--- src/design/qri_pkg.sv ---
// qri_pkg: shared constants, types and the arctangent table for the
// quaternion rate integrator. No dependencies.
package qri_pkg;

  localparam int CORDIC_STEPS  = 24;
  localparam int FRACTION_BITS = 30;
  localparam int GUARD_BITS    = 3;
  localparam int ANGLE_SHIFT   = 57 - FRACTION_BITS;

  // pi in Q2.62, scaled down to the working fraction
  localparam logic [63:0] PI_Q62 = 64'hC90FDAA22168C234;
  localparam logic signed [35:0] PI_FX   = 36'(PI_Q62 >> (62 - FRACTION_BITS));
  localparam logic signed [35:0] HALF_FX = 36'(PI_Q62 >> (63 - FRACTION_BITS));
  localparam logic signed [35:0] TWO_FX  = 36'(PI_Q62 >> (61 - FRACTION_BITS));

  // register indexes
  localparam logic [2:0] CFG_TIME_STEP = 3'd0;
  localparam logic [2:0] CFG_START_W   = 3'd1;
  localparam logic [2:0] CFG_START_X   = 3'd2;
  localparam logic [2:0] CFG_START_Y   = 3'd3;
  localparam logic [2:0] CFG_START_Z   = 3'd4;

  localparam logic [31:0] ATAN_Q30 [32] = '{
    32'h3243F6A8, 32'h1DAC6705, 32'h0FADBAFC, 32'h07F56EA6,
    32'h03FEAB76, 32'h01FFD55B, 32'h00FFFAAA, 32'h007FFF55,
    32'h003FFFEA, 32'h001FFFFD, 32'h000FFFFF, 32'h0007FFFF,
    32'h0003FFFF, 32'h0001FFFF, 32'h0000FFFF, 32'h00007FFF,
    32'h00003FFF, 32'h00001FFF, 32'h00000FFF, 32'h000007FF,
    32'h000003FF, 32'h000001FF, 32'h000000FF, 32'h0000007F,
    32'h0000003F, 32'h0000001F, 32'h0000000F, 32'h00000007,
    32'h00000003, 32'h00000001, 32'h00000000, 32'h00000000
  };

  typedef enum logic [3:0] {
    ST_IDLE, ST_MAC, ST_DRAIN, ST_WB, ST_SQRT_N, ST_DIV_U, ST_MOD,
    ST_CORDIC, ST_SQRT_M, ST_DIV_Q, ST_OUT
  } state_t;

  // multiply-accumulate groups
  typedef enum logic [3:0] {
    GRP_SQ, GRP_ANG, GRP_T0, GRP_T1, GRP_T2, GRP_T3,
    GRP_P0, GRP_P1, GRP_P2, GRP_P3, GRP_N2
  } grp_t;

  // start request and completion of an iterative unit
  typedef struct packed {
    logic start;
    logic done;
  } unit_ctl_t;

endpackage

--- src/design/qri_cordic.sv ---
// qri_cordic: rotation-mode CORDIC from (1, 0), one micro-rotation per
// cycle, gain left in. Uses qri_pkg (step count, arctangent table).
module qri_cordic (
  input  logic               clk,
  input  logic               rst_n,
  input  logic               start,
  input  logic signed [35:0] z_in,
  output logic signed [33:0] x_out,
  output logic signed [33:0] y_out,
  output logic               done
);

  logic               busy_r, busy_nxt;
  logic               done_r, done_nxt;
  logic [4:0]         cnt_r, cnt_nxt;
  logic signed [33:0] x_r, x_nxt, y_r, y_nxt;
  logic signed [35:0] z_r, z_nxt;
  logic signed [33:0] xs, ys;
  logic signed [35:0] step;

  // micro-rotation
  always_comb begin
    busy_nxt = busy_r;
    done_nxt = 1'b0;
    cnt_nxt  = cnt_r;
    x_nxt    = x_r;
    y_nxt    = y_r;
    z_nxt    = z_r;
    xs       = x_r >>> cnt_r;
    ys       = y_r >>> cnt_r;
    step     = 36'(qri_pkg::ATAN_Q30[cnt_r] >> (30 - qri_pkg::FRACTION_BITS));
    if (start && !busy_r) begin
      busy_nxt = 1'b1;
      cnt_nxt  = '0;
      x_nxt    = 34'(64'd1 << qri_pkg::FRACTION_BITS);
      y_nxt    = '0;
      z_nxt    = z_in;
    end else if (busy_r) begin
      if (!z_r[35]) begin
        x_nxt = x_r - ys;
        y_nxt = y_r + xs;
        z_nxt = z_r - step;
      end else begin
        x_nxt = x_r + ys;
        y_nxt = y_r - xs;
        z_nxt = z_r + step;
      end
      cnt_nxt = cnt_r + 5'd1;
      if (cnt_r == 5'(qri_pkg::CORDIC_STEPS - 1)) begin
        busy_nxt = 1'b0;
        done_nxt = 1'b1;
      end
    end
  end

  always_ff @(posedge clk) begin
    if (!rst_n) begin
      busy_r <= 1'b0;
      done_r <= 1'b0;
      cnt_r  <= '0;
    end else begin
      busy_r <= busy_nxt;
      done_r <= done_nxt;
      cnt_r  <= cnt_nxt;
    end
    x_r <= x_nxt;
    y_r <= y_nxt;
    z_r <= z_nxt;
  end

  assign x_out = x_r;
  assign y_out = y_r;
  assign done  = done_r;

endmodule

--- config.mk ---
export PLATFORM = sky130hd
export DESIGN_NAME = qri_cordic
export DESIGN_NICKNAME = d
export VERILOG_FILES = /design/src/design/qri_pkg.sv /design/src/design/qri_cordic.sv
export SDC_FILE = /design/constraint.sdc
export NUM_CORES = 1
export LEC_CHECK = 0
export CAP_MARGIN = 15
export CORE_MARGIN = 2
export CORE_UTILIZATION = 30
export CTS_CLUSTER_SIZE = 28
export DETAILED_ROUTE_END_ITERATION = 16
export DONT_BUFFER_PORTS = 1
export GPL_ROUTABILITY_DRIVEN = 0
export REMOVE_ABC_BUFFERS = 1
export SETUP_SLACK_MARGIN = 0.05
export SLEW_MARGIN = 20
export SYNTH_ARGS = -nofsm -noshare
export SYNTH_HDL_FRONTEND = slang
export SYNTH_SLANG_ARGS = --single-unit
--- constraint.sdc ---
create_clock -name clk -period 7.53 [get_ports clk]
set_input_delay 0 -clock clk [delete_from_list [all_inputs] [get_ports clk]]
set_output_delay 0 -clock clk [all_outputs]
set_load 0.05 [all_outputs]
==> Yosys cells after proc, flatten, opt, wreduce, memory -nomap -nowiden <==
Memory sizes are Yosys's and may differ from the RTL's.
Cells that the tools add are included.
{ "totals": {"reg_bits": 111, "romBits": 1024, "inputBits": 39, "out_inout_bits": 69, "wordCells": 37, "n_memories": 1} }
{ "memory_table": {"columns": ["name", "words", "width", "rd", "rd_clocked_by_memory_dff", "write_ports", "line", "text"], "rows": [
  ["(name not given)", 32, 32, 1, 0, 0, "qri_cordic.sv:31", "step = 36'(qri_pkg::ATAN_Q30[cnt_r] >> (30 - qri_pkg::FRACTION_BITS));"]
]} }
{ "classes": {"addsub": 7, "n_lt_le_gt_ge": 1, "n_eq_ne": 1, "n_shift": 2, "muxes": 11, "bitwise_logic": 3, "reduce_logical": 5} }
{ "ops": {"columns": ["operator", "count"], "rows": [
  ["2-to-1 mux 36 bit", 3],
  ["adder 34 bit", 2],
  ["2-to-1 mux 34 bit", 2],
  [">>> shifter 34 x 5 -> 34 bit", 2],
  ["subtractor 34 bit", 2],
  ["2-to-1 mux 32 bit", 2],
  ["adder 36 x 33 -> 36 bit", 1],
  ["subtractor 36 x 33 -> 36 bit", 1],
  ["greater-or-equal comparator 6 bit, second input constant", 1],
  ["NOT 5 -> 6 bit", 1],
  ["adder 5 x 1 -> 5 bit, second input constant", 1],
  ["equality test 5 bit, second input constant", 1],
  ["2-to-1 mux 1 bit", 4],
  ["OR reduction 3 bit", 1],
  ["NOT 1 bit", 2],
  ["nonzero test 2 bit", 1],
  ["OR reduction 2 bit", 1],
  ["logical AND 1 bit", 1],
  ["logical NOT 1 bit", 1]
]} }

==> Longest topological paths before layout <==
Gate-level depths: netlist of run 1.
{ "depth": {"ltp_word": 8, "ltp_mapped": 28} }

==> Worst setup path after synthesis of run 1 <==
No wires, ideal clock.
{ "synth_timing": {"kind": "reg-to-reg", "start": "register cnt_r[0]", "end": "register z_r[34] (data pin)", "setup_time_ns": 0.269, "arrival_time_ns": 5.589, "t_required_ns": 7.261, "slack_ns": 1.672, "path_stages_with_launch": 26, "n_path_buf": 5, "synth_period_minus_slack_ns": 5.858, "cell_sequence": "dfxtp_1 buf_6 buf_6 inv_2 buf_2 buf_1 ha_1 inv_1 nor2_1 a21oi_1 o21ai_0 and2_1 nand4_1 o21ai_1 clkbuf_1 xnor2_1 ha_1 and3_1 a221oi_1 o31ai_1 a31oi_1 o21ai_0 o41ai_1 o2111ai_1 xnor2_1 o21ai_0"} }
{ "synth_via": {"elab_chain_cells": 8} }
{ "synth_lines": {"columns": ["element", "line", "text"], "rows": [
  ["from (decl)", "qri_cordic.sv:15", "logic [4:0] cnt_r, cnt_nxt;"],
  ["from (signal assigned)", "qri_cordic.sv:64", "cnt_r <= cnt_nxt;"],
  ["NOT 5 -> 6 bit (implied by the code) *", "qri_cordic.sv:31", null],
  ["memory (32 x 32 bit) *", null, null],
  ["2-to-1 mux 32 bit (implied by the code) * (2 in series)", "qri_cordic.sv:31", null],
  ["subtractor 36 x 33 -> 36 bit / adder 36 x 33 -> 36 bit (equally long branches)", "qri_cordic.sv:42, qri_cordic.sv:46", null],
  ["2-to-1 mux 36 bit *", "qri_cordic.sv:39", "if (!z_r[35]) begin"],
  ["2-to-1 mux 36 bit *", "qri_cordic.sv:38", "end else if (busy_r) begin"],
  ["2-to-1 mux 36 bit *", "qri_cordic.sv:32", "if (start && !busy_r) begin"],
  ["via z_nxt[34]", "qri_cordic.sv:17", "logic signed [35:0] z_r, z_nxt;"],
  ["to (signal assigned)", "qri_cordic.sv:68", "z_r <= z_nxt;"],
  ["to (decl)", "qri_cordic.sv:17", null]
]} }
Mark *: on every way through the listed nets, which the timed path passes. The rest lies on a longest branch. The select of a mux whose other input is x is not followed.
A chain may end at the register's enable or synchronous reset.

==> Worst setup path in the final report of run 1 <==
{ "layout_timing": {"start": "register cnt_r[0]", "end": "register x_r[33] (netlist: x_out[33])"} }
{ "layout_via": {"elab_chain_cells": 3} }
{ "layout_lines": {"columns": ["element", "line", "text"], "rows": [
  [">>> shifter 34 x 5 -> 34 bit *", "qri_cordic.sv:30", "ys = y_r >>> cnt_r;"],
  ["subtractor 34 bit / adder 34 bit (equally long branches)", "qri_cordic.sv:40, qri_cordic.sv:44", null],
  ["2-to-1 mux 34 bit *", "qri_cordic.sv:39", null],
  ["to (signal assigned)", "qri_cordic.sv:66", "x_r <= x_nxt;"],
  ["to (decl)", "qri_cordic.sv:16", "logic signed [33:0] x_r, x_nxt, y_r, y_nxt;"]
]} }
Every way passes the cells marked *; elsewhere a longest branch is shown, timed or not.

==> impl_metrics.csv, run 1 <==
group,metric,value,unit
setup_path,rrSetupSlack,0.72,ns
floorplanning,ioPinCount,108,
synthesis,synth_seq_cells,111,
synthesis,yosys_warnings,0,
sta,period_needed,6.81,ns
cells_and_area,area_growth,8.14,%
cells_and_area,multi_input_area,12700,µm²
power_and_ir_drop,finalPower,8.92,mW
clock_tree,numCtsBuffers,9,
clock_tree,path_clk_slew,0.08,ns
synthesis,ys_async_sr_fraction,0,%
setup_path,worstPathMaxFanout,56,
drt,ant_nets,0,
sta,rsz0062_at_grt,"false",
power_and_ir_drop,ir_worst_vdd,0.274,mV
clock_tree,cts_tree,"built",
cells_and_area,num_antenna_cells,0,
placed_design,placed_cells,2584,
power_and_ir_drop,p_per_area,512,nW/µm²
cells_and_area,regArea,2600,µm²
synthesis,yosysUniqueCellTypes,95,
synthesis,synthFlopType,"dfxtp_1",
sta,timing.hold.ws,0.207,ns
hold_path,min_path_type,"in2reg",
global_routing,antenna_found_initial,1,
setup_path,crit_buf_inv,0,
cells_and_area,final_net_count,2105,
sta,period_share,90.4,%
floorplanning,die_area,55600,µm²
synthesis,synth-seq-area-share,16.0,%
drt,first_pass_iters,7,
synthesis,syn_inst,1980,
synthesis,syn_area_per_cell,8.14,µm²
setup_path,crit_path_top_delay_cell,"dfxtp_4",
sta,fmaxAchievable,0.147,GHz
drt,wl_per_cell,21.8,µm
sta,finClkSkew,0.0132,ns
floorplanning,core_area,52900,µm²
sta,worst_pin_slew,1.08,ns
synthesis,synth_area,16100,µm²
setup_path,crit_required,7.82,ns
synthesis,post-synth-top-area-cell,"mux4_2",
synthesis,synth_top_area_share,9.36,%
drt,drt_wl_total,57600,µm
drt,vias,16100,
global_routing,grt_use_total,20.1,%
floorplanning,die_w,236,µm
setup_path,crit_type,"reg2reg",
drt,drc_errors,0,
global_routing,grt_pass1_vias,15100,
setup_path,cp_slowest_stage_delay,0.91,ns
sta,finalSetupViolations,0,
job,cap_violations,0,
global_routing,grt.overflow.total,0,
setup_path,timing.critical_path.mode_cell,"nor2_1",
setup_path,cp_top_family,"compound AO/OA/AOI/OAI gates",
clock_tree,ctsResizeCount,0,
clock_tree,cts_max_path_buffers,2,
placed_design,place.port_buffers,0,
global_routing,grt_max_degree,75,
setup_path,startpoint_type,"register",
setup_path,crit_path_end_kind,"register",
cells_and_area,final_common_cell,"nand2_1",
cells_and_area,layout_common_cells,"nand2_1, nor2_1, a21oi_1",
floorplanning,std_cell_rows,84,
sta,hold_viol_final,0,
global_routing,grt_pass1_wl,88700,µm
power_and_ir_drop,p_leak,6.96,nW
setup_path,cp.arrival,7.09,ns
synthesis,synthTopCellsByArea,"mux4_2, dfxtp_1, ha_1",
clock_tree,clock_tree.root_cell,"clkbuf_16",
sta,slew_viol_final,0,
floorplanning,initial_core_util,30.5,%
placed_design,dp_hpwl,43300,µm
clock_tree,numClockSinks,111,
drt,vias_per_cell,6.08,
clock_tree,cts_max_level,3,
drt,drtIter0Drc,1798,
cells_and_area,final_cells,2641,
synthesis,synth_edf_count,36,
clock_tree,clock_latency,0.40,ns
cells_and_area,drive_gt1_share,9.68,%
sta,relSlewSlack,28.0,%
floorplanning,die_y,236,µm
outcome,outcome,"finished clean",
cells_and_area,fillCellCount,5522,
setup_path,path_cells,"mux4_2, a21boi_0, o221ai_1, nor2_1, nand3_2, nor4b_2, nor2b_1, a21oi_1, xnor2_1, ha_1, a21oi_1, o21ai_0, a2111oi_0, a31oi_1, nor2_1, o211ai_1, a221oi_1, nor2_1, and4_4, a211o_1",
## metal layers
metal	share of wire [%]	track usage [%]	vias up
li1	-	-	7393
met1	41	25.3	7662
met2	45	32.3	831
met3	9.5	6.14	169
met4	3.7	7.35	2
met5	0.023	0	-
## stage by stage
step | util [%] | setup slack, ns | TNS, ns | area (µm²)
after floorplan | - | -1.35 | -40.44 | 15500
after global placement | 31.6 | 1.01 | 0 | 16700
after detailed placement | 31.6 | 0.760 | 0 | 16700
final | 33.0 | 0.723 | 0 | 17400
after CTS | 32.9 | 0.712 | 0 | 17400
after global routing | 33.0 | 0.180 | 0 | 17400
## synth_stat cells (32+ instances only)
| cell type | count |
|---|---|
| nand2_1 | 206 |
| nor2_1 | 163 |
| a21oi_1 | 148 |
| o21ai_0 | 140 |
| ha_1 | 115 |
| xor2_1 | 98 |
| dfxtp_1 | 75 |
| xnor2_1 | 74 |
| mux4_2 | 67 |
| mux2i_1 | 65 |
| a21o_1 | 61 |
| clkbuf_1 | 59 |
| inv_1 | 51 |
| nand3_1 | 47 |
| a31oi_1 | 41 |
| edfxtp_1 | 36 |
| o22ai_1 | 35 |
| nand2b_1 | 32 |
## cell type report
type                       instances  area share (%)
tap                              688            4.94
timing repair buffer              77            4.09
clock buffer                      14            1.52
clock inverter                     2           0.223
inverter                          55            1.18
multi-input combinational       1694            73.1
sequential                       111            14.9
## final timing paths
check        cells past startpoint        end     start
max                             20  x_out[33]  cnt_r[0]
min                              3    z_r[21]     start
min reg2reg                      3     z_r[0]    z_r[0]
max reg2reg                     20  x_out[33]  cnt_r[0]
## flip-flops by register name, indices dropped and copies added (netlist names)
signal and cells:
z_r 36, busy_r 1, x_out 34, y_out 34
cnt_r 5, done 1
## tightest hold or removal path, cell delays in order
cell     delay (ns)
nand2_1        0.04
buf_4          0.25
a21oi_1        0.18
## what timing repair did
| item | in CTS | in global routing |
|---|---|---|
| endpoints found under the setup margin | 0 | 1 |
| buffers inserted | 0 | 1 |
| hold endpoints to repair | 82 | 0 |
| hold buffers | 40 | 0 |
## cell families after synthesis
family | synth area share (%)
AO/OA/AOI/OAI | 25.5
XOR/XNOR | 9.35
adder cells (fa/ha/maj) | 9.30
buffers and inverters | 4.94
flip-flops | 16.0
multiplexers | 17.1
AND/OR/NAND/NOR | 17.7
## report_power, final
part	switching (mW)	internal [mW]	total [mW]
sequential	0.967	0.942	1.91
combinational	3.66	2.83	6.49
clock	0.249	0.280	0.528
total	4.87	4.05	8.92
Note: power is estimated with default switching activity, not from simulation.
==> run 2: changes to the inputs <==
--- a/config.mk
+++ b/config.mk
@@ -6,12 +6,15 @@
 export NUM_CORES = 1
 export LEC_CHECK = 0
 export CAP_MARGIN = 15
+export CELL_PAD_IN_SITES_DETAIL_PLACEMENT = 0
+export CELL_PAD_IN_SITES_GLOBAL_PLACEMENT = 1
 export CORE_MARGIN = 2
 export CORE_UTILIZATION = 30
 export CTS_CLUSTER_SIZE = 28
 export DETAILED_ROUTE_END_ITERATION = 16
 export DONT_BUFFER_PORTS = 1
 export GPL_ROUTABILITY_DRIVEN = 0
+export PLACE_DENSITY_LB_ADDON = 0.1
 export REMOVE_ABC_BUFFERS = 1
 export SETUP_SLACK_MARGIN = 0.05
 export SLEW_MARGIN = 20
==> impl_metrics.csv, run 2 (synthesis results as in run 1) <==
group,metric,value,unit
cells_and_area,final_common_cell,"nand2_1",
placed_design,dp_hpwl,49900,µm
clock_tree,cts_max_level,3,
setup_path,crit_path_top_delay_cell,"dfxtp_4",
setup_path,crit_type,"reg2reg",
floorplanning,die_area,55600,µm²
global_routing,grt_pass1_vias,15100,
hold_path,min_path_type,"in2reg",
outcome,outcome,"finished clean",
setup_path,rrSetupSlack,0.51,ns
drt,drt_wl_total,65500,µm
cells_and_area,finalInstanceArea,17600,µm²
sta,period_needed,7.02,ns
cells_and_area,fin_util,33.4,%
setup_path,timing.rr.end,"y_out[26]",
drt,wl_per_cell,24.5,µm
placed_design,place.port_buffers,0,
setup_path,cp.arrival,7.33,ns
power_and_ir_drop,ir_worst_vdd,0.265,mV
power_and_ir_drop,p_leak,7.09,nW
power_and_ir_drop,p_per_area,516,nW/µm²
placed_design,pre_cts_slack,0.748,ns
clock_tree,numCtsBuffers,9,
sta,worst_pin_slew,1.11,ns
job,cap_violations,0,
setup_path,crit_path_end_kind,"register",
sta,finalSetupTns,0,ns
clock_tree,clock_latency,0.42,ns
drt,first_pass_iters,8,
cells_and_area,top_register,"z_r",
cells_and_area,multi_input_area,12800,µm²
sta,finClkSkew,0.0166,ns
drt,vias_per_cell,5.83,
setup_path,r2r-start,"cnt_r[0]",
setup_path,crit_required,7.84,ns
floorplanning,std_cell_rows,84,
global_routing,grt_max_degree,83,
setup_path,endpoint,"y_out[26]",
sta,relSlewSlack,25.7,%
setup_path,cp_top_family,"simple AND/OR/NAND/NOR gates",
power_and_ir_drop,finalPower,9.11,mW
sta,slew_viol_final,0,
cells_and_area,final_net_count,2132,
setup_path,reg2regPathDepth,23,
sta,fmaxAchievable,0.142,GHz
cells_and_area,regArea,2600,µm²
setup_path,worstSetupStartpoint,"cnt_r[0]",
cells_and_area,largest_reg_flops,36,
setup_path,worstPathMaxFanout,24,
floorplanning,die_y,236,µm
cells_and_area,layout_common_cells,"nand2_1, nor2_1, a21oi_1",
setup_path,cp_slowest_stage_delay,0.68,ns
clock_tree,cts_max_path_buffers,2,
placed_design,placed_area,16900,µm²
sta,finalSetupViolations,0,
clock_tree,ctsResizeCount,0,
sta,rsz0062_at_grt,"false",
sta,period_share,93.3,%
setup_path,path_cells,"buf_4, mux4_2, and2_0, or4_1, o211ai_1, nand2_1, nor3_1, a31oi_1, xor2_1, ha_1, and2_1, or2_2, or3_1, o211ai_1, buf_4, o211ai_1, a311oi_1, buf_4, o21ai_0, a31oi_1, xor2_1, o22ai_1, dlygate4sd3_1",
sta,fin_ws,0.506,ns
drt,ant_nets,0,
global_routing,antenna_found_initial,0,
clock_tree,cts_tree,"built",
cells_and_area,fillCellCount,5619,
drt,drtIter0Drc,1334,
cells_and_area,drive_gt1_share,11.2,%
clock_tree,clock_tree.root_cell,"clkbuf_16",
drt,vias,15600,
global_routing,grt_use_total,23.1,%
sta,hold_viol_final,0,
cells_and_area,area_growth,9.42,%
global_routing,grt_pass1_wl,98400,µm
setup_path,cp_num_cells,23,
floorplanning,die_w,236,µm
global_routing,grt.overflow.total,0,
clock_tree,path_clk_slew,0.09,ns
floorplanning,initial_core_util,30.5,%
setup_path,crit_buf_inv,4,
setup_path,startpoint_type,"register",
floorplanning,core_area,52900,µm²
clock_tree,numClockSinks,111,
floorplanning,ioPinCount,108,
drt,drc_errors,0,
-- run 2: cell types whose count changed in the layout (fill, tap and decap cells not counted), sizes merged --
cell    change
buf        +27
bufinv      -1
clkbuf      -4
clkinv      +1
diode       +1
inv         +4
-- run 2: worst reg2reg max path: stages, from the launching register on --
cell	delay, ns
dfxtp_4	0.68
buf_4	0.43
mux4_2	0.58
and2_0	0.17
or4_1	0.55
o211ai_1	0.33
nand2_1	0.29
nor3_1	0.33
a31oi_1	0.14
xor2_1	0.18
ha_1	0.35
and2_1	0.19
or2_2	0.29
or3_1	0.31
o211ai_1	0.19
buf_4	0.16
o211ai_1	0.13
a311oi_1	0.30
buf_4	0.20
o21ai_0	0.08
a31oi_1	0.20
xor2_1	0.18
o22ai_1	0.09
dlygate4sd3_1	0.57
-- run 2: timing repair --
action,4_1_cts,5_1_grt
endpoints found under the hold margin,59,0
hold buffers,40,0
endpoints found under the setup margin,0,1
buffers inserted,0,2
-- run 2: per-stage QoR --
stage | std cells | hold slack, ns
floorplan | 1860 | 0.0943
global placement | 2610 | 0.104
detailed placement | 2610 | 0.106
CTS | 2666 | 0.112
global route | 2668 | 0.126
finish | 2669 | 0.127
-- run 2: area by class of cell --
class / instances / share of cell area [%]
Sequential cell: 111 / 14.7
Multi-Input combinational cell: 1694 / 72.4
Timing Repair Buffer: 104 / 5.26
Antenna cell: 1 / 0.0142
Clock inverter: 6 / 0.291
Clock buffer: 10 / 1.30
Tap cell: 688 / 4.88
Inverter: 55 / 1.17
-- run 2: where the power goes --
part / switching (mW) / internal (mW) / total [mW]
sequential: 0.810 / 0.943 / 1.75
clock: 0.284 / 0.231 / 0.515
combinational: 3.93 / 2.91 / 6.84
-- run 2: per-layer routing --
| layer | wire (µm) | GRT usage [%] |
|---|---|---|
| met5 | 0 | 0 |
| met4 | 2000 | 7.55 |
| met3 | 3640 | 4.52 |
| met2 | 31400 | 39.1 |
| met1 | 28500 | 29.4 |
-- run 2: worst min path at each step --
| stage | from | end | cells after the start |
|---|---|---|---|
| 2_1_floorplan | start | y_out[13] | 1 |
| 3_3_place_gp | start | y_out[26] | 1 |
| 3_5_place_dp | start | y_out[26] | 1 |
| 4_1_cts | start | z_r[16] | 2 |
| 5_1_grt | start | z_r[2] | 2 |
| 6_report | start | z_r[16] | 2 |
==> run 3: changes to the inputs <==
--- a/config.mk
+++ b/config.mk
@@ -9,7 +9,7 @@
 export CELL_PAD_IN_SITES_DETAIL_PLACEMENT = 0
 export CELL_PAD_IN_SITES_GLOBAL_PLACEMENT = 1
 export CORE_MARGIN = 2
-export CORE_UTILIZATION = 30
+export CORE_UTILIZATION = 50
 export CTS_CLUSTER_SIZE = 28
 export DETAILED_ROUTE_END_ITERATION = 16
 export DONT_BUFFER_PORTS = 1
==> impl_metrics.csv, run 3 (synthesis results as in run 1) <==
group,metric,value,unit
sta,period_needed,6.77,ns
setup_path,crit_path_top_delay_cell,"dfxtp_4",
clock_tree,cts_max_path_buffers,2,
setup_path,timing.critical_path.mode_cell,"o211ai_1",
sta,finClkSkew,0.0125,ns
global_routing,grt_use_total,32.5,%
setup_path,worstPathMaxFanout,62,
drt,first_pass_iters,6,
floorplanning,core_area,31600,µm²
clock_tree,ctsResizeCount,0,
cells_and_area,top_register,"z_r",
clock_tree,clock_latency,0.40,ns
clock_tree,cts_max_level,3,
sta,timing.hold.ws,0.133,ns
power_and_ir_drop,finalPower,8.95,mW
sta,rsz0062_at_grt,"false",
power_and_ir_drop,p_per_area,523,nW/µm²
setup_path,crit_type,"reg2reg",
global_routing,grt_pass1_wl,85700,µm
power_and_ir_drop,p_leak,6.98,nW
job,cap_violations,0,
drt,wl_per_cell,23.4,µm
sta,fmaxAchievable,0.148,GHz
setup_path,cp_top_family,"compound AO/OA/AOI/OAI gates",
global_routing,use_met1,40.1,%
floorplanning,die_y,184,µm
drt,ant_nets,0,
setup_path,cp.arrival,7.05,ns
floorplanning,initial_core_util,50.9,%
sta,finalSetupTns,0,ns
cells_and_area,fin_util,54.1,%
clock_tree,cts_setup_buffers,0,
clock_tree,numClockSinks,111,
sta,relSlewSlack,23.4,%
power_and_ir_drop,ir_worst_vdd,0.302,mV
global_routing,grt_max_degree,83,
floorplanning,die_area,33700,µm²
setup_path,crit_buf_inv,2,
setup_path,startpoint_type,"register",
global_routing,antenna_found_initial,1,
clock_tree,holdBufCountCts,40,
floorplanning,ioPinCount,108,
clock_tree,cts_tree,"built",
sta,worst_pin_slew,1.15,ns
global_routing,grt_pass1_vias,15100,
cells_and_area,num_antenna_cells,0,
hold_path,min_path_type,"in2reg",
global_routing,met3_usage,7.67,%
sta,period_share,89.9,%
cells_and_area,final_common_cell,"nand2_1",
setup_path,crit_required,7.81,ns
sta,finalSetupViolations,0,
drt,drt_wl_total,55200,µm
setup_path,cp_slowest_stage_delay,0.88,ns
cells_and_area,final_net_count,2108,
setup_path,path_cells,"buf_12, mux4_2, mux2i_1, o22ai_1, a211oi_1, nand2_1, nor3_1, a31oi_1, xor2_1, ha_1, and2_1, or2_2, or3_1, o211ai_1, buf_4, o211ai_1, a311oi_1, o211ai_1, nand2_1, a21oi_1, o311ai_0",
sta,slew_viol_final,0,
clock_tree,clock_tree.root_cell,"clkbuf_16",
cells_and_area,area_growth,6.19,%
cells_and_area,layout_common_cells,"nand2_1, nor2_1, a21oi_1",
floorplanning,die_w,184,µm
clock_tree,path_clk_slew,0.09,ns
placed_design,pre_cts_slack,0.855,ns
cells_and_area,largest_reg_flops,36,
placed_design,place.port_buffers,0,
cells_and_area,drive_gt1_share,9.97,%
sta,hold_viol_final,0,
drt,drc_errors,0,
drt,drtIter0Drc,1510,
global_routing,busiest_layer,"met2",
setup_path,crit_path_end_kind,"register",
outcome,outcome,"finished clean",
clock_tree,numCtsBuffers,9,
placed_design,dp_hpwl,41100,µm
drt,vias_per_cell,6.70,
drt,vias,15800,
floorplanning,std_cell_rows,65,
sta,fin_ws,0.761,ns
global_routing,grtUsageMet2,54.8,%
global_routing,grt.overflow.total,0,
## run 3: final timing paths
kind                  start        end  slack (ns)  depth (start not counted)
setup reg to reg   cnt_r[1]  y_out[30]        0.76                         21
hold / removal        start   x_out[7]        0.13                          4
setup / recovery   cnt_r[1]  y_out[30]        0.76                         21
hold reg to reg   x_out[33]  x_out[33]        0.48                          1
## run 3: worst reg2reg max path: cells and delay by family, from the launching register on
| family | cells | cell delay (ns) |
|---|---|---|
| mux | 2 | 0.83 |
| simple gates | 6 | 1.45 |
| compound gates | 9 | 2.37 |
| buf+inv | 2 | 0.55 |
| fa+ha+maj | 1 | 0.34 |
| flops | 1 | 0.88 |
| xor+xnor | 1 | 0.28 |
## run 3: layout make-up
class | instances | area, µm²
clock buffers | 11 | 264
repair buffers | 80 | 761
fillers | 2949 | 14500
clock inverters | 5 | 37.5
flip-flops and latches | 111 | 2600
multi-input cells | 1694 | 12700
well taps | 402 | 503
inverters | 55 | 206
## run 3: where the power goes
group	switching [mW]	internal, mW	leakage [nW]
Combinational	3.71	2.86	5.85
Sequential	0.914	0.942	0.986
Clock	0.260	0.255	0.145
## run 3: metrics by stage
step                      instance area [µm²]  std cells
final                                   17100       2358
after global routing                    17100       2358
after CTS                               17100       2358
after detailed placement                16400       2302
after global placement                  16400       2302
after floorplan                         15500       1860
## run 3: per-layer routing
metal,vias up,routed length [µm]
met5,-,0
met4,0,2330
met3,172,4610
met2,745,25700
met1,7489,22600
li1,7401,-
